[config.mk]
export PLATFORM = sky130hd
export DESIGN_NAME = selective_repeat_receiver_flat
export DESIGN_NICKNAME = d
export VERILOG_FILES = /design/src/design/srr_pkg.sv /design/src/design/srr_if.sv /design/src/design/selective_repeat_receiver.sv /design/src/design/srr_slot_ram.sv /design/src/design/srr_front.sv /design/src/design/srr_ctrl.sv /design/src/flat_wrapper.sv
export SDC_FILE = /design/constraint.sdc
export NUM_CORES = 2
export LEC_CHECK = 0
export BUFFER_PORTS_ARGS = -buffer_cell sky130_fd_sc_hd__buf_2
export CAP_MARGIN = 25
export CORE_MARGIN = 5
export CORE_UTILIZATION = 56
export DETAILED_ROUTE_END_ITERATION = 10
export PLACE_DENSITY = 0.77
export SLEW_MARGIN = 20
export SYNTH_ARGS = -nofsm -noshare
export SYNTH_HDL_FRONTEND = slang
export SYNTH_SLANG_ARGS = --single-unit
[constraint.sdc]
create_clock -name clk -period 21.5 [get_ports clk]
set_clock_uncertainty 0.15 [all_clocks]
set_input_delay 2.15 -clock clk [delete_from_list [all_inputs] [get_ports clk]]
set_output_delay 2.15 -clock clk [all_outputs]
set_load 0.02 [all_outputs]
[src/design/srr_pkg.sv]
// Shared types, constants and helpers of the selective repeat receiver.
// No dependencies; every other design file but srr_slot_ram uses this package.
package srr_pkg;

  localparam int WINDOW_MAX = 16;
  localparam int IDX_W      = $clog2(WINDOW_MAX);
  localparam int RUN_W      = $clog2(WINDOW_MAX);

  localparam int SEQ_W      = 31;
  localparam int CHK_W      = 32;
  localparam int PW_W       = 64;
  localparam int PH_W       = 32;
  localparam int WIN_W      = 5;
  localparam int BSUM_W     = 12;
  localparam int WORD_BYTES = PW_W / 8;
  localparam int HIGH_BYTES = PH_W / 8;

  localparam logic [WIN_W-1:0] WIN_RESET = WIN_W'(8);

  localparam logic KIND_ECHO    = 1'b0;
  localparam logic KIND_DELIVER = 1'b1;

  typedef enum logic [2:0] {
    S_IDLE,
    S_CHECK,
    S_LOOK,
    S_DECIDE,
    S_BASE,
    S_RUN,
    S_FLUSH
  } state_t;

  typedef struct packed {
    logic [SEQ_W-1:0] seq;
    logic [SEQ_W-1:0] ack;
    logic [CHK_W-1:0] chk;
    logic [PW_W-1:0]  p0;
    logic [PW_W-1:0]  p1;
    logic [PH_W-1:0]  p2;
  } pkt_t;

  typedef struct packed {
    logic             ok;
    logic             wrapped;
    logic [SEQ_W-1:0] ahead;
    logic [SEQ_W-1:0] behind;
  } cls_t;

  typedef struct packed {
    logic [SEQ_W-1:0] seq;
    logic [PW_W-1:0]  p0;
    logic [PW_W-1:0]  p1;
    logic [PH_W-1:0]  p2;
  } slot_t;

  typedef struct packed {
    logic             kind;
    logic [SEQ_W-1:0] seq;
    logic [SEQ_W-1:0] ack;
    logic [CHK_W-1:0] chk;
    logic [PW_W-1:0]  p0;
    logic [PW_W-1:0]  p1;
    logic [PH_W-1:0]  p2;
  } res_t;

  typedef struct packed {
    logic load;
    logic eval;
  } fctl_t;

  // Sum of the low nbytes bytes of w, each taken as signed.
  function automatic logic signed [BSUM_W-1:0] byte_sum(input logic [PW_W-1:0] w,
                                                        input int unsigned nbytes);
    logic signed [BSUM_W-1:0] s;
    s = '0;
    for (int i = 0; i < WORD_BYTES; i++) begin
      if (i < nbytes) begin
        s = s + $signed({{(BSUM_W-8){w[8*i+7]}}, w[8*i +: 8]});
      end
    end
    return s;
  endfunction

endpackage

[src/design/srr_if.sv]
// Packet and result channel interfaces of the selective repeat receiver.
// Depends on srr_pkg for field widths.
interface srr_in_if;
  logic                      valid;
  logic                      ready;
  logic [srr_pkg::SEQ_W-1:0] seq_num;
  logic [srr_pkg::SEQ_W-1:0] ack_num;
  logic [srr_pkg::CHK_W-1:0] check_word;
  logic [srr_pkg::PW_W-1:0]  payload_low;
  logic [srr_pkg::PW_W-1:0]  payload_mid;
  logic [srr_pkg::PH_W-1:0]  payload_high;

  modport source (output valid, seq_num, ack_num, check_word, payload_low, payload_mid,
                  payload_high, input ready);
  modport sink   (input valid, seq_num, ack_num, check_word, payload_low, payload_mid,
                  payload_high, output ready);
endinterface

interface srr_out_if;
  logic                      valid;
  logic                      ready;
  logic                      kind;
  logic [srr_pkg::SEQ_W-1:0] out_seq;
  logic [srr_pkg::SEQ_W-1:0] out_ack;
  logic [srr_pkg::CHK_W-1:0] out_check;
  logic [srr_pkg::PW_W-1:0]  out_payload_low;
  logic [srr_pkg::PW_W-1:0]  out_payload_mid;
  logic [srr_pkg::PH_W-1:0]  out_payload_high;
  logic                      last;

  modport source (output valid, kind, out_seq, out_ack, out_check, out_payload_low,
                  out_payload_mid, out_payload_high, last, input ready);
  modport sink   (input valid, kind, out_seq, out_ack, out_check, out_payload_low,
                  out_payload_mid, out_payload_high, last, output ready);
endinterface

[src/design/selective_repeat_receiver.sv]
// Selective repeat ARQ receiver. A packet is accepted only while the block is
// idle and goes through capture, checksum, reorder slot lookup and classification;
// each result it causes then passes through the output register. A run of buffered
// in-order packets drains one per cycle while the consumer keeps up, thanks to a
// read-ahead on the slot RAM port. Input stays blocked until the final result (last
// set) has entered the output register, which can still be waiting on the consumer
// when the next packet is taken. Packets with a bad checksum or outside the window
// give no result. Slot occupancy is kept in flip-flops, so no clearing pass runs
// after reset. The user must write the receive window through cfg_we and cfg_wdata
// only while idle; the block does not enforce this. Values above the buffer depth
// act as the buffer depth.
// Depends on srr_pkg, srr_if, srr_slot_ram, srr_front and srr_ctrl.
module selective_repeat_receiver (
  input  logic                      clk,
  input  logic                      rst_n,
  srr_in_if.sink                    in_ch,
  srr_out_if.source                 out_ch,
  input  logic                      cfg_we,
  input  logic [srr_pkg::WIN_W-1:0] cfg_wdata
);
  import srr_pkg::*;

  pkt_t             pkt_in;
  pkt_t             pkt;
  cls_t             cls;
  fctl_t            fctl;
  logic [SEQ_W-1:0] base;
  logic [IDX_W-1:0] rd_addr;
  logic [IDX_W-1:0] wr_addr;
  logic             ram_we;
  slot_t            rd_data;
  slot_t            wr_data;
  res_t             out_res;
  logic             out_last;

  assign pkt_in = '{seq: in_ch.seq_num, ack: in_ch.ack_num, chk: in_ch.check_word,
                    p0: in_ch.payload_low, p1: in_ch.payload_mid, p2: in_ch.payload_high};

  srr_front u_front (
    .clk    (clk),
    .fctl   (fctl),
    .pkt_in (pkt_in),
    .base   (base),
    .pkt    (pkt),
    .cls    (cls)
  );

  srr_slot_ram #(
    .DEPTH (WINDOW_MAX),
    .WIDTH ($bits(slot_t))
  ) u_ram (
    .clk     (clk),
    .we      (ram_we),
    .wr_addr (wr_addr),
    .wr_data (wr_data),
    .rd_addr (rd_addr),
    .rd_data (rd_data)
  );

  srr_ctrl u_ctrl (
    .clk       (clk),
    .rst_n     (rst_n),
    .in_valid  (in_ch.valid),
    .in_ready  (in_ch.ready),
    .out_valid (out_ch.valid),
    .out_ready (out_ch.ready),
    .out_res   (out_res),
    .out_last  (out_last),
    .cfg_we    (cfg_we),
    .cfg_wdata (cfg_wdata),
    .fctl      (fctl),
    .base      (base),
    .pkt       (pkt),
    .cls       (cls),
    .rd_addr   (rd_addr),
    .rd_data   (rd_data),
    .ram_we    (ram_we),
    .wr_addr   (wr_addr),
    .wr_data   (wr_data)
  );

  assign out_ch.kind             = out_res.kind;
  assign out_ch.out_seq          = out_res.seq;
  assign out_ch.out_ack          = out_res.ack;
  assign out_ch.out_check        = out_res.chk;
  assign out_ch.out_payload_low  = out_res.p0;
  assign out_ch.out_payload_mid  = out_res.p1;
  assign out_ch.out_payload_high = out_res.p2;
  assign out_ch.last             = out_last;

endmodule

[src/design/srr_slot_ram.sv]
// Generic single-write, single-read synchronous RAM, registered read data.
// No dependencies; holds the reorder buffer slots.
module srr_slot_ram #(
  parameter int DEPTH = 16,
  parameter int WIDTH = 8
) (
  input  logic                     clk,
  input  logic                     we,
  input  logic [$clog2(DEPTH)-1:0] wr_addr,
  input  logic [WIDTH-1:0]         wr_data,
  input  logic [$clog2(DEPTH)-1:0] rd_addr,
  output logic [WIDTH-1:0]         rd_data
);

  logic [WIDTH-1:0] mem [DEPTH];
  logic [WIDTH-1:0] rd_data_r;

  always_ff @(posedge clk) begin
    if (we) begin
      mem[wr_addr] <= wr_data;
    end
    rd_data_r <= mem[rd_addr];
  end

  assign rd_data = rd_data_r;

endmodule

[src/design/srr_front.sv]
// Packet capture, checksum test and window distance computation.
// Depends on srr_pkg; driven by srr_ctrl through an fctl_t strobe pair.
module srr_front (
  input  logic                      clk,
  input  srr_pkg::fctl_t            fctl,
  input  srr_pkg::pkt_t             pkt_in,
  input  logic [srr_pkg::SEQ_W-1:0] base,
  output srr_pkg::pkt_t             pkt,
  output srr_pkg::cls_t             cls
);
  import srr_pkg::*;

  pkt_t                     pkt_r;
  cls_t                     cls_r;
  logic signed [BSUM_W-1:0] s0_r;
  logic signed [BSUM_W-1:0] s1_r;
  logic signed [BSUM_W-1:0] s2_r;
  logic [CHK_W-1:0]         total;

  // Byte sums are taken at capture; the wide add and compare happen on the eval strobe.
  always_ff @(posedge clk) begin
    if (fctl.load) begin
      pkt_r <= pkt_in;
      s0_r  <= byte_sum(pkt_in.p0, WORD_BYTES);
      s1_r  <= byte_sum(pkt_in.p1, WORD_BYTES);
      s2_r  <= byte_sum({{(PW_W-PH_W){1'b0}}, pkt_in.p2}, HIGH_BYTES);
    end
    if (fctl.eval) begin
      cls_r <= '{ok:      (total == '1),
                 wrapped: (pkt_r.seq < base),
                 ahead:   pkt_r.seq - base,
                 behind:  base - pkt_r.seq};
    end
  end

  assign total = {1'b0, pkt_r.seq} + {1'b0, pkt_r.ack} + pkt_r.chk
               + {{(CHK_W-BSUM_W){s0_r[BSUM_W-1]}}, s0_r}
               + {{(CHK_W-BSUM_W){s1_r[BSUM_W-1]}}, s1_r}
               + {{(CHK_W-BSUM_W){s2_r[BSUM_W-1]}}, s2_r};

  assign pkt = pkt_r;
  assign cls = cls_r;

endmodule

[src/design/srr_ctrl.sv]
// Sequencer: slot lookup, buffer update, delivery run and the result register.
// Depends on srr_pkg; talks to srr_front and srr_slot_ram.
module srr_ctrl (
  input  logic                      clk,
  input  logic                      rst_n,
  input  logic                      in_valid,
  output logic                      in_ready,
  output logic                      out_valid,
  input  logic                      out_ready,
  output srr_pkg::res_t             out_res,
  output logic                      out_last,
  input  logic                      cfg_we,
  input  logic [srr_pkg::WIN_W-1:0] cfg_wdata,
  output srr_pkg::fctl_t            fctl,
  output logic [srr_pkg::SEQ_W-1:0] base,
  input  srr_pkg::pkt_t             pkt,
  input  srr_pkg::cls_t             cls,
  output logic [srr_pkg::IDX_W-1:0] rd_addr,
  input  srr_pkg::slot_t            rd_data,
  output logic                      ram_we,
  output logic [srr_pkg::IDX_W-1:0] wr_addr,
  output srr_pkg::slot_t            wr_data
);
  import srr_pkg::*;

  localparam logic [SEQ_W-1:0] SEQ_MAX        = '1;
  localparam logic [SEQ_W-1:0] BASE_RESET     = SEQ_W'(1);
  localparam logic [IDX_W-1:0] BASE_IDX_RESET = IDX_W'(1 % WINDOW_MAX);
  localparam logic [IDX_W-1:0] IDX_LAST       = IDX_W'(WINDOW_MAX - 1);
  localparam logic [RUN_W-1:0] RUN_LAST       = RUN_W'(WINDOW_MAX - 1);
  localparam logic [IDX_W:0]   IDX_SPAN       = (IDX_W+1)'(WINDOW_MAX);

  // Slot of base+1, kept in step with the 2^31 wrap of the sequence space.
  function automatic logic [IDX_W-1:0] idx_step(input logic [IDX_W-1:0] idx,
                                                input logic [SEQ_W-1:0] seq);
    logic [IDX_W-1:0] r;
    if (seq == SEQ_MAX) begin
      r = '0;
    end else if (idx == IDX_LAST) begin
      r = '0;
    end else begin
      r = idx + IDX_W'(1);
    end
    return r;
  endfunction

  state_t              state_r, state_nxt;
  logic [WIN_W-1:0]    win_r;
  logic [WIN_W-1:0]    w_eff;
  logic [SEQ_W-1:0]    base_r, base_nxt;
  logic [IDX_W-1:0]    base_idx_r, base_idx_nxt;
  logic [WINDOW_MAX-1:0] valid_r;
  logic [RUN_W-1:0]    runs_r;
  logic [IDX_W-1:0]    sidx_r;
  logic [IDX_W-1:0]    sidx_calc;
  logic [IDX_W:0]      sidx_sum;
  res_t                pend_r;
  res_t                out_res_r;
  logic                out_last_r;
  logic                out_valid_r, out_valid_nxt;

  logic out_free, in_win, at_base, old_pkt, dup, hit;
  logic push, push_last, step_base, run_clr, run_inc, clr_valid;
  logic pend_echo, pend_dlv_pkt, pend_dlv_slot;

  assign w_eff    = (32'(win_r) > WINDOW_MAX) ? WIN_W'(WINDOW_MAX) : win_r;
  assign out_free = !out_valid_r || out_ready;
  assign in_ready = (state_r == S_IDLE);

  assign in_win  = cls.ok && (cls.ahead != '0) && (cls.ahead < SEQ_W'(w_eff));
  assign at_base = cls.ok && (cls.ahead == '0);
  assign old_pkt = cls.ok && (cls.behind != '0) && (cls.behind <= SEQ_W'(w_eff));

  assign dup = valid_r[sidx_r] && (rd_data.seq == pkt.seq);
  assign hit = valid_r[base_idx_r] && (rd_data.seq == base_r) && (runs_r != RUN_LAST);

  assign base_nxt     = base_r + SEQ_W'(1);
  assign base_idx_nxt = idx_step(base_idx_r, base_r);

  // In-window slot = (base slot + distance) mod WINDOW_MAX; a packet past the
  // 2^31 wrap is below WINDOW_MAX, so its own low bits are the slot.
  assign sidx_sum = {1'b0, base_idx_r} + {1'b0, cls.ahead[IDX_W-1:0]};
  always_comb begin
    if (cls.wrapped) begin
      sidx_calc = pkt.seq[IDX_W-1:0];
    end else if (sidx_sum >= IDX_SPAN) begin
      sidx_calc = IDX_W'(sidx_sum - IDX_SPAN);
    end else begin
      sidx_calc = sidx_sum[IDX_W-1:0];
    end
  end

  // Next state
  always_comb begin
    state_nxt = state_r;
    unique case (state_r)
      S_IDLE:   if (in_valid) state_nxt = S_CHECK;
      S_CHECK:  state_nxt = S_LOOK;
      S_LOOK:   state_nxt = S_DECIDE;
      S_DECIDE: begin
        if (in_win || old_pkt) begin
          state_nxt = S_FLUSH;
        end else if (at_base) begin
          state_nxt = S_BASE;
        end else begin
          state_nxt = S_IDLE;
        end
      end
      S_BASE:   if (out_free) state_nxt = S_RUN;
      S_RUN:    if (!hit) state_nxt = S_FLUSH;
      S_FLUSH:  if (out_free) state_nxt = S_IDLE;
      default:  state_nxt = S_IDLE;
    endcase
  end

  // State outputs. The result waits in pend_r until we know whether another
  // one follows, which sets its last flag.
  always_comb begin
    fctl          = '0;
    rd_addr       = base_idx_r;
    ram_we        = 1'b0;
    push          = 1'b0;
    push_last     = 1'b0;
    step_base     = 1'b0;
    run_clr       = 1'b0;
    run_inc       = 1'b0;
    clr_valid     = 1'b0;
    pend_echo     = 1'b0;
    pend_dlv_pkt  = 1'b0;
    pend_dlv_slot = 1'b0;
    unique case (state_r)
      S_IDLE:   fctl.load = in_valid;
      S_CHECK:  fctl.eval = 1'b1;
      S_LOOK:   rd_addr = sidx_calc;
      S_DECIDE: begin
        ram_we       = in_win && !dup;
        pend_echo    = in_win || old_pkt;
        pend_dlv_pkt = at_base;
      end
      S_BASE: begin
        rd_addr = base_idx_nxt;
        if (out_free) begin
          push      = 1'b1;
          pend_echo = 1'b1;
          step_base = 1'b1;
          run_clr   = 1'b1;
        end
      end
      S_RUN: begin
        // read ahead at the next base so a run moves one slot per cycle while the output is free
        if (hit && out_free) begin
          rd_addr       = base_idx_nxt;
          push          = 1'b1;
          pend_dlv_slot = 1'b1;
          clr_valid     = 1'b1;
          step_base     = 1'b1;
          run_inc       = 1'b1;
        end
      end
      S_FLUSH: begin
        if (out_free) begin
          push      = 1'b1;
          push_last = 1'b1;
        end
      end
      default: ;
    endcase
  end

  assign out_valid_nxt = push || (out_valid_r && !out_ready);

  always_ff @(posedge clk) begin
    if (!rst_n) begin
      state_r     <= S_IDLE;
      win_r       <= WIN_RESET;
      base_r      <= BASE_RESET;
      base_idx_r  <= BASE_IDX_RESET;
      valid_r     <= '0;
      runs_r      <= '0;
      out_valid_r <= 1'b0;
    end else begin
      state_r     <= state_nxt;
      out_valid_r <= out_valid_nxt;
      if (cfg_we) begin
        win_r <= cfg_wdata;
      end
      if (step_base) begin
        base_r     <= base_nxt;
        base_idx_r <= base_idx_nxt;
      end
      if (ram_we) begin
        valid_r[sidx_r] <= 1'b1;
      end
      if (clr_valid) begin
        valid_r[base_idx_r] <= 1'b0;
      end
      if (run_clr) begin
        runs_r <= '0;
      end else if (run_inc) begin
        runs_r <= runs_r + RUN_W'(1);
      end
    end
  end

  always_ff @(posedge clk) begin
    if (state_r == S_LOOK) begin
      sidx_r <= sidx_calc;
    end
    if (pend_echo) begin
      pend_r <= '{kind: KIND_ECHO, seq: pkt.seq, ack: pkt.ack, chk: pkt.chk,
                  p0: pkt.p0, p1: pkt.p1, p2: pkt.p2};
    end else if (pend_dlv_pkt) begin
      pend_r <= '{kind: KIND_DELIVER, seq: pkt.seq, ack: '0, chk: '0,
                  p0: pkt.p0, p1: pkt.p1, p2: pkt.p2};
    end else if (pend_dlv_slot) begin
      pend_r <= '{kind: KIND_DELIVER, seq: base_r, ack: '0, chk: '0,
                  p0: rd_data.p0, p1: rd_data.p1, p2: rd_data.p2};
    end
    if (push) begin
      out_res_r  <= pend_r;
      out_last_r <= push_last;
    end
  end

  assign wr_addr   = sidx_r;
  assign wr_data   = '{seq: pkt.seq, p0: pkt.p0, p1: pkt.p1, p2: pkt.p2};
  assign base      = base_r;
  assign out_valid = out_valid_r;
  assign out_res   = out_res_r;
  assign out_last  = out_last_r;

endmodule

[src/flat_wrapper.sv]
// flat-port wrapper written by rule: the top's interface ports become plain ports
module selective_repeat_receiver_flat import srr_pkg::*;
  (clk, rst_n, cfg_we, cfg_wdata, in_ch_valid, in_ch_seq_num, in_ch_ack_num, in_ch_check_word, in_ch_payload_low, in_ch_payload_mid, in_ch_payload_high, in_ch_ready, out_ch_valid, out_ch_kind, out_ch_out_seq, out_ch_out_ack, out_ch_out_check, out_ch_out_payload_low, out_ch_out_payload_mid, out_ch_out_payload_high, out_ch_last, out_ch_ready);
  srr_in_if in_ch_i ();
  srr_out_if out_ch_i ();
  input  logic clk;
  input  logic rst_n;
  input  logic cfg_we;
  input  logic [srr_pkg::WIN_W-1:0] cfg_wdata;
  input wire logic [$bits(in_ch_i.valid)-1:0] in_ch_valid;
  input wire logic [$bits(in_ch_i.seq_num)-1:0] in_ch_seq_num;
  input wire logic [$bits(in_ch_i.ack_num)-1:0] in_ch_ack_num;
  input wire logic [$bits(in_ch_i.check_word)-1:0] in_ch_check_word;
  input wire logic [$bits(in_ch_i.payload_low)-1:0] in_ch_payload_low;
  input wire logic [$bits(in_ch_i.payload_mid)-1:0] in_ch_payload_mid;
  input wire logic [$bits(in_ch_i.payload_high)-1:0] in_ch_payload_high;
  output wire logic [$bits(in_ch_i.ready)-1:0] in_ch_ready;
  output wire logic [$bits(out_ch_i.valid)-1:0] out_ch_valid;
  output wire logic [$bits(out_ch_i.kind)-1:0] out_ch_kind;
  output wire logic [$bits(out_ch_i.out_seq)-1:0] out_ch_out_seq;
  output wire logic [$bits(out_ch_i.out_ack)-1:0] out_ch_out_ack;
  output wire logic [$bits(out_ch_i.out_check)-1:0] out_ch_out_check;
  output wire logic [$bits(out_ch_i.out_payload_low)-1:0] out_ch_out_payload_low;
  output wire logic [$bits(out_ch_i.out_payload_mid)-1:0] out_ch_out_payload_mid;
  output wire logic [$bits(out_ch_i.out_payload_high)-1:0] out_ch_out_payload_high;
  output wire logic [$bits(out_ch_i.last)-1:0] out_ch_last;
  input wire logic [$bits(out_ch_i.ready)-1:0] out_ch_ready;
  assign in_ch_i.valid = in_ch_valid;
  assign in_ch_i.seq_num = in_ch_seq_num;
  assign in_ch_i.ack_num = in_ch_ack_num;
  assign in_ch_i.check_word = in_ch_check_word;
  assign in_ch_i.payload_low = in_ch_payload_low;
  assign in_ch_i.payload_mid = in_ch_payload_mid;
  assign in_ch_i.payload_high = in_ch_payload_high;
  assign in_ch_ready = in_ch_i.ready;
  assign out_ch_valid = out_ch_i.valid;
  assign out_ch_kind = out_ch_i.kind;
  assign out_ch_out_seq = out_ch_i.out_seq;
  assign out_ch_out_ack = out_ch_i.out_ack;
  assign out_ch_out_check = out_ch_i.out_check;
  assign out_ch_out_payload_low = out_ch_i.out_payload_low;
  assign out_ch_out_payload_mid = out_ch_i.out_payload_mid;
  assign out_ch_out_payload_high = out_ch_i.out_payload_high;
  assign out_ch_last = out_ch_i.last;
  assign out_ch_i.ready = out_ch_ready;
  selective_repeat_receiver u_core (.clk(clk), .rst_n(rst_n), .in_ch(in_ch_i), .out_ch(out_ch_i), .cfg_we(cfg_we), .cfg_wdata(cfg_wdata));
endmodule
==> out/metrics.cfg <==
[cts]
holdBufCountCts = 0
clockRootBuffer = clkbuf_16
post_cts_buffers = 0
cts_tree = built
h-tree-depth = 5
clkSinkCount = 4179
post_cts_resized = 0
cts.clk_slew.worst_paths_ns = 0.06
cts_buffers = 412
cts_buffer_depth = 4
clk-insertion-delay-late_ns = 0.99

[sta]
setup-tns-final_ns = 0
hold_viol = 0
rsz0062_at_grt = false
finalMaxSlewViolations = 0
period_share_pct = 42.01
period_minus_slack_ns = 9.032
relSlewSlack_pct = 10.71
clock.fmax_mhz = 110.7
setup_viol = 0
fin_hold_ws_ns = 0.2441
worst_slew_pin_slew_ns = 1.339

[route]
drtIter0Drc = 14660
firstDrtPassIters = 6
antenna_left = 0
vias_per_cell = 6.337
drc = 0
wire_per_inst_um = 28.74
wirelength_mm = 473.3
vias = 104400

[pwr]
powerDensity_nw_per_um2 = 127.5
power_frac_comb_pct = 30.6
power.switching_mw = 7.710
clock_power_share_pct = 29.7
p_int_mw = 16.56
total_leakage_power_nw = 65.67
max-vdd-ir-drop_mv = 0.2265
pwr-share-seq_pct = 39.7
sw_frac_of_total_pct = 31.77

[die]
pin_count = 522
core_area_um2 = 302500
die_w_um = 561.0
fp-row-count = 202
initial_utilization_pct = 56.20
fp.dieH_um = 561.0
die_area_um2 = 314700

[logic_synthesis]
synth.distinct_cells = 92
synth_edf_count = 3923
yosys-top-cells-area = edfxtp_1 69%, nand2_1 4.1%, dfxtp_1 3.0%
ys_seq_elements = 4179
synth_top_area_share_pct = 69.29
yosysMostFrequentCell = edfxtp_1
synth_common_cells = 3923 x edfxtp_1, 1841 x nand2_1, 434 x nand3_1, 420 x mux2i_1
synthArstFlopShare_pct = 0
yosys_warnings = 0
syn_avg_cell_area_um2 = 14.65
yosys_most_used_dff = edfxtp_1
synthCells = 11600
seq_area_frac_synth_pct = 72.30
synth_top_area_cell = edfxtp_1
syn_area_um2 = 170000
synth_nets = 12280

[worst_hold_path]
hold_depth = 0
hp-class = flip-flop to flip-flop

[setup_path]
path_buf_inv = 1
cpMaxStageDelayCell = a2111oi_0
cp.arrival_ns = 9.56
crit_top_cell = ha_1
critPathRequiredTime_ns = 22.02
critPathTopFamily = compound AO/OA/AOI/OAI gates
criticalPathCategory = input pin to flip-flop
r2r_cells = 16
path_depth = 33
cp-end-kind = flip-flop
path_max_fanout = 5
cp-start-kind = input pin
slowest_delay_ns = 0.64

[global_routing]
grt_remaining_overflow = 0
grt_max_degree = 209
grt_pass1_wl_mm = 680.7
antenna_found_initial = 48
grt_util_all_layers_pct = 29.19
grt_pass1_vias = 102600

[outcome]
status = finished, final reports clean

[layout]
fin_cells = 16470
final_util_pct = 62.91
final_cell_area_um2 = 190300
drive_gt1_share_pct = 13.03
syn2layout_area_growth_pct = 11.95
nNetsFinal = 12780

[placed_design]
place_area_um2 = 176600
place_congestion = 0.9041
post-place-cells = 15670
portBuffers = 521
hpwl_mm = 268.1

[job]
maxCapViolations = 0

[final timing paths]
path                                    end  slack (ns)                     start
setup reg to reg     u_core.u_front.cls[63]       13.56   u_core.u_front.s0_r[11]
setup / recovery    u_core.u_front.s1_r[11]       12.47      in_ch_payload_mid[0]
hold / removal    u_core.u_ctrl.out_res[31]        0.24  u_core.u_ctrl.pend_r[31]
hold reg to reg   u_core.u_ctrl.out_res[31]        0.24  u_core.u_ctrl.pend_r[31]
[power by group through the flow]
stage	Sequential [mW]	Combinational, mW	Clock [mW]
after floorplan	9.62	5.56	0
after global placement	9.77	7.11	0
after detailed placement	9.78	7.26	0
after CTS	9.61	7.37	7.26
after global routing	9.63	8.24	7.63
final	9.62	7.44	7.21
[cells in the final DEF (no fill, tap or decap), types with 120 or more instances in the layout]
master	count
nand3_1	434
mux2_2	162
fa_1	124
o22ai_1	171
edfxtp_1	3923
clkbuf_16	414
xnor2_1	238
a21oi_1	418
buf_2	521
mux2i_1	420
inv_1	306
a211oi_1	189
nand2_1	1839
a31oi_1	418
clkbuf_1	120
and2_1	364
ha_1	289
dfxtp_1	256
buf_4	153
nor2_1	231
[metrics by stage]
| stage | total power, mW | setup WS (ns) |
|---|---|---|
| global placement | 16.88 | 11.53 |
| finish | 24.27 | 12.47 |
| floorplan | 15.18 | 4.464 |
| global route | 25.50 | 11.84 |
| CTS | 24.24 | 12.61 |
| detailed placement | 17.04 | 11.65 |
[logic make-up after synthesis]
group / Yosys count / share of synthesized area [%]
AOI/OAI and AO/OA: 1931 / 7.775
adders and majority gates: 413 / 3.587
DFF: 4179 / 72.30
buffers and inverters: 920 / 2.398
and+or+nand+nor: 3249 / 8.605
muxes: 594 / 3.686
xor gates and xnor gates: 316 / 1.644
[routing by layer]
metal / track usage (%) / vias to the layer above / routed length (um)
met4: 12.33 / 14 / 21440
met5: 0 / - / 99
li1: - / 44550 / -
met1: 40.30 / 52010 / 177900
met3: 5.985 / 1107 / 55160
met2: 45.70 / 6673 / 218700
[state kept, by name, indices dropped and copies added, names as in the netlist]
name,cells
u_core.u_front.s2_r,12
u_core.u_ctrl.wr_addr,4
u_core.u_ctrl.state_r,3
u_core.u_ctrl.out_last,1
u_core.u_front.s0_r,12
u_core.u_front.cls,63
u_core.u_ctrl.win_r,5
u_core.u_ram.rd_data,191
u_core.u_front.s1_r,12
u_core.u_ctrl.pend_r,255
u_core.u_ctrl.out_res,255
u_core.u_ram.mem,3056
u_core.u_ctrl.base,31
u_core.u_front.pkt,254
u_core.u_ctrl.out_valid,1
u_core.u_ctrl.runs_r,4
u_core.u_ctrl.base_idx_r,4
u_core.u_ctrl.valid_r,16
[area by class of cell]
cell class	instances	area [um2]
Inverter	306	1149
Multi-Input combinational cell	6503	43260
Fill cell	20900	112200
Antenna cell	26	65.06
Clock buffer	563	11210
Tap cell	3978	4977
Clock inverter	212	2424
Timing Repair Buffer	701	4312
Sequential cell	4179	122900
No activity file was read; power rests on OpenSTA's default activity.
